[config.mk]
export PLATFORM = sky130hd
export DESIGN_NAME = onewire_search_rom_flat
export DESIGN_NICKNAME = d
export VERILOG_FILES = /design/src/owsr_pkg.sv /design/src/owsr_if.sv /design/src/owsr_dir.sv /design/src/onewire_search_rom.sv /design/src/flat_wrapper.sv
export SDC_FILE = /design/constraint.sdc
export NUM_CORES = 1
export LEC_CHECK = 0
export BUFFER_PORTS_ARGS = -buffer_cell sky130_fd_sc_hd__buf_2
export CAP_MARGIN = 20
export CORE_UTILIZATION = 60
export CTS_BUF_LIST = sky130_fd_sc_hd__clkbuf_8
export DETAILED_ROUTE_END_ITERATION = 8
export MAX_ROUTING_LAYER = met4
export PLACE_DENSITY = 0.92
export SYNTH_ARGS = -nofsm -noshare
export SYNTH_HDL_FRONTEND = slang
export SYNTH_HIERARCHICAL = 1
export SYNTH_SLANG_ARGS = --single-unit
[constraint.sdc]
create_clock -name i_clk -period 4.2 [get_ports i_clk]
set_input_delay 0.42 -clock i_clk [delete_from_list [all_inputs] [get_ports i_clk]]
set_output_delay 0.42 -clock i_clk [all_outputs]
set_load 0.01 [all_outputs]
[src/owsr_pkg.sv]
package owsr_pkg;

    localparam int ROM_W   = 64;
    localparam int IDX_W   = 6;
    localparam int FORK_W  = 7;
    localparam int COUNT_W = 8;
    localparam int CRC_W   = 8;

    localparam logic [FORK_W-1:0]  NONE_FORK       = 7'h7F;
    localparam logic [IDX_W-1:0]   LAST_INDEX      = 6'd63;
    localparam logic [CRC_W-1:0]   CRC_POLY        = 8'h8C;
    localparam logic [COUNT_W-1:0] MAX_DEV_RESET   = 8'd20;
    localparam logic [COUNT_W-1:0] COUNT_SATURATED = 8'hFF;

    typedef enum logic [1:0] {
        CMD_NEW_SEARCH = 2'd0,
        CMD_PASS_START = 2'd1,
        CMD_BIT_PAIR   = 2'd2
    } t_cmd;

    typedef enum logic [2:0] {
        ST_OK      = 3'd0,
        ST_MORE    = 3'd1,
        ST_DONE    = 3'd2,
        ST_NOPRES  = 3'd3,
        ST_NORESP  = 3'd4,
        ST_CRCERR  = 3'd5,
        ST_NOPASS  = 3'd6
    } t_status;

    typedef struct packed {
        logic [1:0] cmd;
        logic       presence;
        logic       id_bit;
        logic       complement_bit;
    } t_in_item;

    typedef struct packed {
        logic               write_bit;
        t_status            status;
        logic [ROM_W-1:0]   rom_id;
        logic [COUNT_W-1:0] device_count;
        logic [IDX_W-1:0]   bit_index;
    } t_out_item;

    // One step of the reflected Dallas CRC-8.
    function automatic logic [CRC_W-1:0] crc_shift(input logic [CRC_W-1:0] crc,
                                                    input logic bit_in);
        logic [CRC_W-1:0] shifted;
        shifted = {1'b0, crc[CRC_W-1:1]};
        if (crc[0] ^ bit_in) begin
            shifted = shifted ^ CRC_POLY;
        end
        return shifted;
    endfunction

endpackage

[src/owsr_if.sv]
interface owsr_in_if;
    import owsr_pkg::*;
    logic     valid;
    logic     ready;
    t_in_item data;
    modport source (output valid, output data, input ready);
    modport sink (input valid, input data, output ready);
endinterface

interface owsr_out_if;
    import owsr_pkg::*;
    logic      valid;
    logic      ready;
    t_out_item data;
    modport source (output valid, output data, input ready);
    modport sink (input valid, input data, output ready);
endinterface

interface owsr_cfg_if;
    logic       valid;
    logic       ready;
    logic [7:0] data;
    modport source (output valid, output data, input ready);
    modport sink (input valid, input data, output ready);
endinterface

[src/owsr_dir.sv]
module owsr_dir (
    input  logic                        i_id_bit,
    input  logic                        i_complement_bit,
    input  logic                        i_prev_bit,
    input  logic [owsr_pkg::FORK_W-1:0] i_last_fork,
    input  logic [owsr_pkg::IDX_W-1:0]  i_index,
    output logic                        o_write_bit,
    output logic                        o_zero_fork
);
    import owsr_pkg::*;

    logic [FORK_W-1:0] index_ext;

    assign index_ext = {1'b0, i_index};

    always_comb begin
        o_write_bit = 1'b0;
        o_zero_fork = 1'b0;
        if (i_id_bit != i_complement_bit) begin
            o_write_bit = i_id_bit;
        end else begin
            // Below the last discrepancy the previous code is followed, at it the
            // one branch is taken, and beyond it the zero branch.
            if (i_last_fork != NONE_FORK && i_last_fork > index_ext) begin
                o_write_bit = i_prev_bit;
            end else if (i_last_fork == index_ext) begin
                o_write_bit = 1'b1;
            end else begin
                o_write_bit = 1'b0;
            end
            o_zero_fork = !o_write_bit;
        end
    end

endmodule

[src/onewire_search_rom.sv]
// 1-Wire ROM search engine.
// Requests arrive on i_in: a new-search command, a pass start carrying the
// presence result of a bus reset, or a bit pair with the id and complement
// read slots of the current ROM bit. Every request gives exactly one result
// on o_out: the direction bit to write back, a status, the ROM register,
// the device count and the bit position the result belongs to.
// The maximum device count is written on i_cfg, which is always ready; write
// it only while no request is in flight.
// Each request is worked out in the cycle it is accepted and its result is
// held in the output register. One request is accepted in every cycle while
// the receiver takes each result. The rate is set by the single output
// register: i_in.ready is high while that register is empty or is being taken.
// When the receiver stalls, the result stays in the output register and no
// further request is accepted until it is taken.
// After reset the search state is cleared, no pass is active, no result is
// pending and the device limit is 20.
module onewire_search_rom (
    input  logic       i_clk,
    input  logic       i_rst_n,
    owsr_cfg_if.sink   i_cfg,
    owsr_in_if.sink    i_in,
    owsr_out_if.source o_out
);
    import owsr_pkg::*;

    logic [COUNT_W-1:0] r_max_devices;
    logic [ROM_W-1:0]   r_rom, n_rom;
    logic [FORK_W-1:0]  r_last_fork, n_last_fork;
    logic [FORK_W-1:0]  r_newest_fork, n_newest_fork;
    logic [IDX_W-1:0]   r_position, n_position;
    logic [CRC_W-1:0]   r_crc, n_crc;
    logic [COUNT_W-1:0] r_found, n_found;
    logic               r_pass_active, n_pass_active;
    logic               r_out_valid;
    t_out_item          r_out, n_out;

    logic               accept;
    logic [IDX_W-1:0]   index;
    logic               dir_write_bit;
    logic               dir_zero_fork;

    assign i_cfg.ready = 1'b1;
    assign i_in.ready  = !r_out_valid || o_out.ready;
    assign accept      = i_in.valid && i_in.ready;
    assign o_out.valid = r_out_valid;
    assign o_out.data  = r_out;

    owsr_dir u_dir (
        .i_id_bit         (i_in.data.id_bit),
        .i_complement_bit (i_in.data.complement_bit),
        .i_prev_bit       (r_rom[r_position]),
        .i_last_fork      (r_last_fork),
        .i_index          (r_position),
        .o_write_bit      (dir_write_bit),
        .o_zero_fork      (dir_zero_fork)
    );

    always_comb begin
        n_rom         = r_rom;
        n_last_fork   = r_last_fork;
        n_newest_fork = r_newest_fork;
        n_position    = r_position;
        n_crc         = r_crc;
        n_found       = r_found;
        n_pass_active = r_pass_active;
        n_out.write_bit = 1'b0;
        n_out.status    = ST_OK;
        index           = r_position;
        case (i_in.data.cmd)
            CMD_NEW_SEARCH: begin
                n_rom         = '0;
                n_last_fork   = NONE_FORK;
                n_newest_fork = NONE_FORK;
                n_position    = '0;
                n_crc         = '0;
                n_found       = '0;
                n_pass_active = 1'b0;
                index         = '0;
            end
            CMD_PASS_START: begin
                n_position    = '0;
                n_newest_fork = NONE_FORK;
                n_crc         = '0;
                index         = '0;
                n_pass_active = i_in.data.presence;
                if (!i_in.data.presence) begin
                    n_out.status = ST_NOPRES;
                end
            end
            CMD_BIT_PAIR: begin
                if (!r_pass_active) begin
                    n_out.status = ST_NOPASS;
                end else if (i_in.data.id_bit && i_in.data.complement_bit) begin
                    n_found       = '0;
                    n_last_fork   = NONE_FORK;
                    n_pass_active = 1'b0;
                    n_out.status  = ST_NORESP;
                end else begin
                    n_out.write_bit = dir_write_bit;
                    if (dir_zero_fork) begin
                        n_newest_fork = {1'b0, r_position};
                    end
                    n_rom[r_position] = dir_write_bit;
                    n_crc = crc_shift(r_crc, dir_write_bit);
                    if (r_position != LAST_INDEX) begin
                        n_position = r_position + 1'b1;
                    end else begin
                        n_pass_active = 1'b0;
                        n_position    = '0;
                        if (n_crc != '0) begin
                            n_found      = '0;
                            n_last_fork  = NONE_FORK;
                            n_out.status = ST_CRCERR;
                        end else begin
                            if (r_found != COUNT_SATURATED) begin
                                n_found = r_found + 1'b1;
                            end
                            // A zero limit behaves as one, which the compare
                            // already gives since the count is at least one here.
                            if (n_found >= r_max_devices || n_newest_fork == NONE_FORK) begin
                                n_last_fork  = NONE_FORK;
                                n_out.status = ST_DONE;
                            end else begin
                                n_last_fork  = n_newest_fork;
                                n_out.status = ST_MORE;
                            end
                        end
                    end
                end
            end
            default: begin
            end
        endcase
        n_out.rom_id       = n_rom;
        n_out.device_count = n_found;
        n_out.bit_index    = index;
    end

    always_ff @(posedge i_clk) begin
        if (!i_rst_n) begin
            r_max_devices <= MAX_DEV_RESET;
        end else if (i_cfg.valid) begin
            r_max_devices <= i_cfg.data;
        end
    end

    always_ff @(posedge i_clk) begin
        if (!i_rst_n) begin
            r_rom         <= '0;
            r_last_fork   <= NONE_FORK;
            r_newest_fork <= NONE_FORK;
            r_position    <= '0;
            r_crc         <= '0;
            r_found       <= '0;
            r_pass_active <= 1'b0;
            r_out_valid   <= 1'b0;
        end else begin
            if (accept) begin
                r_rom         <= n_rom;
                r_last_fork   <= n_last_fork;
                r_newest_fork <= n_newest_fork;
                r_position    <= n_position;
                r_crc         <= n_crc;
                r_found       <= n_found;
                r_pass_active <= n_pass_active;
                r_out_valid   <= 1'b1;
            end else if (o_out.ready) begin
                r_out_valid   <= 1'b0;
            end
        end
    end

    always_ff @(posedge i_clk) begin
        if (accept) begin
            r_out <= n_out;
        end
    end

endmodule

[src/flat_wrapper.sv]
// flat-port wrapper written by rule: the top's interface ports become plain ports
module onewire_search_rom_flat import owsr_pkg::*;
  (i_clk, i_rst_n, i_cfg_valid, i_cfg_data, i_cfg_ready, i_in_valid, i_in_data, i_in_ready, o_out_valid, o_out_data, o_out_ready);
  owsr_cfg_if i_cfg_i ();
  owsr_in_if i_in_i ();
  owsr_out_if o_out_i ();
  input  logic i_clk;
  input  logic i_rst_n;
  input wire logic [$bits(i_cfg_i.valid)-1:0] i_cfg_valid;
  input wire logic [$bits(i_cfg_i.data)-1:0] i_cfg_data;
  output wire logic [$bits(i_cfg_i.ready)-1:0] i_cfg_ready;
  input wire logic [$bits(i_in_i.valid)-1:0] i_in_valid;
  input wire logic [$bits(i_in_i.data)-1:0] i_in_data;
  output wire logic [$bits(i_in_i.ready)-1:0] i_in_ready;
  output wire logic [$bits(o_out_i.valid)-1:0] o_out_valid;
  output wire logic [$bits(o_out_i.data)-1:0] o_out_data;
  input wire logic [$bits(o_out_i.ready)-1:0] o_out_ready;
  assign i_cfg_i.valid = i_cfg_valid;
  assign i_cfg_i.data = i_cfg_data;
  assign i_cfg_ready = i_cfg_i.ready;
  assign i_in_i.valid = i_in_valid;
  assign i_in_i.data = i_in_data;
  assign i_in_ready = i_in_i.ready;
  assign o_out_valid = o_out_i.valid;
  assign o_out_data = o_out_i.data;
  assign o_out_i.ready = o_out_ready;
  onewire_search_rom u_core (.i_clk(i_clk), .i_rst_n(i_rst_n), .i_cfg(i_cfg_i), .i_in(i_in_i), .o_out(o_out_i));
endmodule
======== Word-level counts from Yosys, hierarchy flattened ========
Cells that the tools add are included.
cells by class
  order comparisons ....................... 4
  muxes and demuxes ....................... 61
  add/subtract/negate cells ............... 2
  bitwise logic cells ..................... 4
  reductions and logical operators ........ 19
  eq/ne operators ......................... 11
operators with widths
  operator                                             number
  2-to-1 mux 64 bit                                    2
  2-to-1 mux 8 bit                                     16
  case mux 64 bit (2 select lines)                     1
  2-to-1 mux 7 bit                                     11
  bitwise mux 64 bit                                   1
  case mux 8 bit (2 select lines)                      2
  case mux 7 bit (2 select lines)                      2
  2-to-1 mux 6 bit                                     3
  2-to-1 mux 1 bit                                     12
  2-to-1 mux 3 bit                                     4
  case mux 6 bit (2 select lines)                      1
  adder 8 x 1 -> 8 bit (second input constant)         1
  greater-or-equal comparator 8 bit                    1
  inequality test 8 bit (second input constant)        1
  AND reduction 4 bit                                  2
  nonzero test 8 bit                                   1
  == test 7 x 6 -> 1 bit                               1
  == test 7 bit (second input constant)                1
  > comparator 7 x 6 -> 1 bit                          1
  < comparator 6 x 7 -> 1 bit (second input constant)  1
  inequality test 7 bit (second input constant)        1
  adder 6 x 1 -> 6 bit (second input constant)         1
  binary-select mux 1 bit (select 6 bit)               1
  demux 1 bit (select 6 bit)                           1
  other kinds (23)                                     32
word-level totals
  input port bits ......................... 18
  register bits ........................... 192
  output and inout port bits .............. 85

======== Longest topological paths before layout ========
  word-level depth ........................ 24
  gate-level depth with buffers ........... 18
  depth with buffers taken out ............ 15

======== Hierarchy ========
The synthesis kept the hierarchy.
modules (own cells, without submodules)
  module              sequential area each (um^2)  area an instance (um^2)  cells an instance  instances
  onewire_search_rom  4664.5                       9181.3                   889                1
  owsr_dir            0.0                          207.7                    28                 1

======== Worst setup path before layout ========
No wires, ideal clock.
  kind .................................... input -> register
  from .................................... in o_out_ready
  to ...................................... reg u_core.r_found[6]
  path buffers ............................ 2
  arrival time ............................ 3.694 ns
  data required time ...................... 3.908 ns
  stages .................................. 6
  slack ................................... 0.214 ns
  path through ............................ nand2b_1 > nand2_1 > inv_1 > clkbuf_1 > clkbuf_1 > a311oi_1
on the way
  cells in the longest elaborated chain, start to end .. 2
ends and longest elaborated chain
  what                  line                       RTL
  start, declared       flat_wrapper.sv:17         input wire logic [$bits(o_out_i.ready)-1:0] o_out_ready;
  logical OR 1 bit      onewire_search_rom.sv:43   assign i_in.ready = !r_out_valid || o_out.ready;
  logical AND 1 bit     onewire_search_rom.sv:44   assign accept = i_in.valid && i_in.ready;
  net u_core.accept     onewire_search_rom.sv:37   logic accept;
  end signal, assigned  onewire_search_rom.sv:164  r_found <= n_found;
  end, declared         onewire_search_rom.sv:32   logic [COUNT_W-1:0] r_found, n_found;
The timed path passes the listed nets, and every way through them passes these cells.
A chain may end at the register's enable or synchronous reset.

======== Final worst setup path ========
  from .................................... reg u_core.r_position[1]
  to ...................................... reg u_core.r_found[3]
on the way
  cells in the longest elaborated chain, start to end .. 16
  elaborated cells between the ends (all ways) .. 21
  those cells by class .................... order compare (1); eq/ne (2); mux (15); bitwise (1); reduce/logical (2)
ends and longest elaborated chain
  what                                                                  line                       RTL
  start, declared                                                       onewire_search_rom.sv:30   logic [IDX_W-1:0] r_position, n_position;
  start signal, assigned                                                onewire_search_rom.sv:162  r_position <= n_position;
  binary-select mux 1 bit (select 6 bit), or another cell as far along  onewire_search_rom.sv:51   .i_prev_bit (r_rom[r_position]),
  2-to-1 mux 1 bit (implied by the code), or another cell as far along  onewire_search_rom.sv:51
  2-to-1 mux 1 bit *                                                    owsr_dir.sv:24             if (i_last_fork != NONE_FORK && i_last_fork > index_ext) begin
  2-to-1 mux 1 bit * (2 in series)                                      owsr_dir.sv:19             if (i_id_bit != i_complement_bit) begin
  net u_core.dir_write_bit                                              onewire_search_rom.sv:39   logic dir_write_bit;
  XOR 1 bit *                                                           owsr_pkg.sv:51             if (crc[0] ^ bit_in) begin
  2-to-1 mux 8 bit *                                                    owsr_pkg.sv:51
  2-to-1 mux 8 bit *                                                    onewire_search_rom.sv:93   end else if (i_in.data.id_bit && i_in.data.complement_bit) begin
  2-to-1 mux 8 bit *                                                    onewire_search_rom.sv:91   if (!r_pass_active) begin
  2-to-1 mux 8 bit *                                                    onewire_search_rom.sv:69   case (i_in.data.cmd)
  nonzero test 8 bit *                                                  onewire_search_rom.sv:110  if (n_crc != '0) begin
  2-to-1 mux 8 bit *                                                    onewire_search_rom.sv:110
  2-to-1 mux 8 bit *                                                    onewire_search_rom.sv:105  if (r_position != LAST_INDEX) begin
  2-to-1 mux 8 bit *                                                    onewire_search_rom.sv:93
  2-to-1 mux 8 bit *                                                    onewire_search_rom.sv:91
  case mux 8 bit (2 select lines) *                                     onewire_search_rom.sv:69
The timed path passes the listed nets; every way through them passes the cells marked *. The select of a mux whose other input is x is not followed.

==> flow_summary.ini <==
[logic_synthesis]
synth_top_family_by_area = compound AO/OA/AOI/OAI gates
gate_count_post_synth = 917
synth_async_reset_ratio = 0
yosys.area_share.adder = 0.02785
synth_common_cells = 110 x dfxtp_1, 109 x nor2_1, 83 x nand2_1, 82 x edfxtp_1, 75 x o21ai_0
synthesis_stage_register_bit_count = 192
cell_with_the_most_instances_after_synthesis = dfxtp_1
post_synth_and_or_nand_nor_area_fraction = 0.1495
yosysTopAreaCell = edfxtp_1
synth_compound_gate_area_share = 0.2146
synthXorXnorAreaFrac = 0.007463
yosys_warnings = 6
synthMuxAreaShare = 0.05437
sequential_element_share_of_the_synthesized_area = 0.4968
mappedNetlistNets = 955
synth.top_cell.area_share = 0.2623
syn_avg_cell_area_um2 = 10.24
synthTopCellsByArea = edfxtp_1 26%, dfxtp_1 23%, nor2_1 4.4%, o21ai_0 4.0%, mux4_2 3.8%
yosysUniqueCellTypes = 75
synth.cell_area_mm2 = 0.009389
postSynth.topFlopCell = dfxtp_1
edff_count_synth = 82

[cells_and_area]
finalInstanceArea_mm2 = 0.01051
multi_input_comb_area_mm2 = 0.004305
footprint_of_the_flip_flops_and_latches_mm2 = 0.004666
syn2layout_area_growth_pct = 11.97
num-fill-cells = 1059
insertedDiodeCount = 0
nets = 1038
share_of_cells_above_drive_strength_1 = 0.2340

[floorplanning]
core_area_mm2 = 0.01526
design.die.area_mm2 = 0.01615
rows = 45
chipWidth_um = 127.1
die_h_um = 127.1
io_pins = 103
initial_core_util = 0.6153

[timing]
finalHoldWorstSlack_ns = 0.1645
hold_violations = 0
clock-skew-final_ns = 0.02071
final-setup-viol-count = 0
slew_headroom = 0.3214
min_period_over_period = 0.9798
final.setup.tns_ns = 0
fin_ws_ns = 0.08496
finalMaxSlewViolations = 0
max_clock_freq_mhz = 243.0
final_period_minus_worst_setup_slack_ns = 4.115
worst_slew_pin_slew_ns = 1.010

[drt]
drt_first_pass_iters = 8
routedWlPerCell_um = 20.01
avgViaCountPerCell = 6.674
met3_wirelength_um = 2841
route.vias.total = 8169
topRoutingLayerUsed = met4
dr_iter_0_viols = 1139
detail_route.wirelength_um = 24500
met2_length_um = 11160
drcViolationCount = 0
route.layer.met1.wl_um = 9532
antenna_violating_nets_post_route = 0

[placement]
dp_slack_ns = -0.03652
dp_hpwl_um = 16110
placed_cell_area_mm2 = 0.01005
gp_congestion = 0.9259
port_buffers = 101

[power_and_ir_drop]
worst_ir_drop_vdd_uv = 257.5
design_power_total_w = 0.003797
p_leak_nw = 3.955
p_per_area_mw_per_mm2 = 361.2

[grt]
gr-total-overflow = 0
grt_first_pass_wirelength_um = 38580
first_global_vias = 7436
grt_max_degree = 81
gr-usage-all-layers = 0.3177
antenna_found_initial = 0

[critical_path]
path_cells = buf_4 -> mux4_2 -> mux2i_1 -> o311a_1 -> nand4_1 -> or3_1 -> o21ai_0 -> o22a_1 -> o31ai_1 -> maj3_2 -> xnor2_4 -> nand3_2 -> nor3_4 -> and2_1 -> nor2_1 -> a211oi_1
timing_worst_setup_path_type = reg -> reg
worst_ep_required_time_ns = 4.59
worst_ep_arrival_time_ns = 4.50
worstPathMaxFanout = 7
timing.reg2reg.worst_path_depth = 16
timing.critical_path.to_type = flip-flop
timing.critical_path.slowest_stage_cell = mux4_2
worst_path_largest_cell_delay_ns = 0.49
critical_path.startpoint_type = flip-flop

[clock_tree]
clk_root_buffer_cell = clkbuf_8
htree_levels = 4
clock_sinks = 192
clk-insertion-delay-late_ns = 0.49
cts_tree = yes
cts_buffer_depth = 2
cts_inserted_buffers = 17
clk_pin_slew_worst_paths_ns = 0.11

[flow_run]
maxCapViolations = 0

[hold_path]
worst_hold_path_type = in -> reg
hold_depth = 3

[status]
status = completed
==> metal layers <==
| layer | GRT usage | vias to the layer above |
|---|---|---|
| met5 | - | - |
| met4 | 0.1457 | 0 |
| met3 | 0.08166 | 111 |
| met2 | 0.4693 | 630 |
| met1 | 0.4122 | 3853 |
| li1 | - | 3575 |
==> cells in the final DEF (no fill, tap or decap), drive strengths merged, types with 5 or more instances in the layout <==
cell type,netlist,layout
o21ba,28,28
nand2b,9,9
o22ai,6,6
buf,30,135
nand3,29,29
a32o,35,35
mux4,16,16
xnor2,5,5
nand2,84,84
nor2,112,112
o21ai,96,96
clkinv,1,6
and3,5,5
a21o,7,7
dfxtp,110,110
a31oi,6,6
edfxtp,82,82
nand4,14,14
o31ai,6,6
a221o,6,6
a21oi,16,16
ha,20,20
nor3,10,10
mux2i,15,15
a211oi,6,6
and2,12,12
a2bb2oi,7,7
o211ai,26,26
inv,23,29
a22o,5,5
clkbuf,41,18
==> path summary, 6_finish.rpt <==
| kind | start | end | slack [ns] |
|---|---|---|---|
| worst min register to register | u_core/r_newest_fork[6] | u_core/r_newest_fork[6] | 0.47 |
| worst max-delay path | u_core/r_position[1] | u_core/r_found[3] | 0.08 |
| worst max register to register | u_core/r_position[1] | u_core/r_found[3] | 0.08 |
| worst min-delay path | i_cfg_data[4] | u_core/r_max_devices[4] | 0.16 |
==> where the power goes <==
group / total (W) / internal [W] / switching [W]
logic: 0.000469 / 0.000192 / 0.000277
clock network: 0.00120 / 0.000506 / 0.000691
registers: 0.00213 / 0.00206 / 0.0000685
==> stage by stage <==
step                utilization  std cells
global route             0.6890       1224
CTS                      0.6848       1220
global placement         0.6584       1188
detailed placement       0.6584       1188
finish                   0.6890       1224
floorplan                     -        917
==> sequential cells by signal, indices dropped and copies added (netlist names) <==
| name | cells |
|---|---|
| u_core/o_out.data | 82 |
| u_core/r_rom | 64 |
| u_core/r_crc | 8 |
| u_core/r_found | 8 |
| u_core/r_max_devices | 8 |
| u_core/r_last_fork | 7 |
| u_core/r_newest_fork | 7 |
| u_core/r_position | 6 |
| u_core/o_out.valid | 1 |
| u_core/r_pass_active | 1 |
==> area by class of cell <==
class                      count  area share
sequential                   192      0.4438
timing repair buffer         135     0.07510
clock inverter                14     0.01404
inverter                      24    0.008807
clock buffer                  18     0.02357
tap                          211     0.02511
multi-input combinational    630      0.4095
==> cells by family (layout without fill, tap and decap cells) <==
group | count (synthesis) | in the layout
xor gates and xnor gates | 8 | 8
DFF | 192 | 192
adders and majority gates | 21 | 21
AOI/OAI and AO/OA | 273 | 273
other | 1 | 1
and+or+nand+nor | 296 | 296
buffers and inverters | 95 | 191
muxes | 31 | 31
==> timing repair <==
item                                    in CTS  in global routing
pin swaps                                    0                  2
endpoints found under the setup margin      14                 23
cloned                                       0                  0
resized for setup                            1                  6
setup buffers                                0                  4
hold buffers                                 0                  0
endpoints found under the hold margin        0                  0
==> critical path, delay by kind of cell, from the launching register on <==
family	cells	cell delay [ns]
buf+inv	1	0.18
fa+ha+maj	1	0.41
simple gates	6	1.23
flops	1	0.39
compound gates	5	0.90
xor+xnor	1	0.24
mux	2	0.66
(Power assumes the default switching activity.)
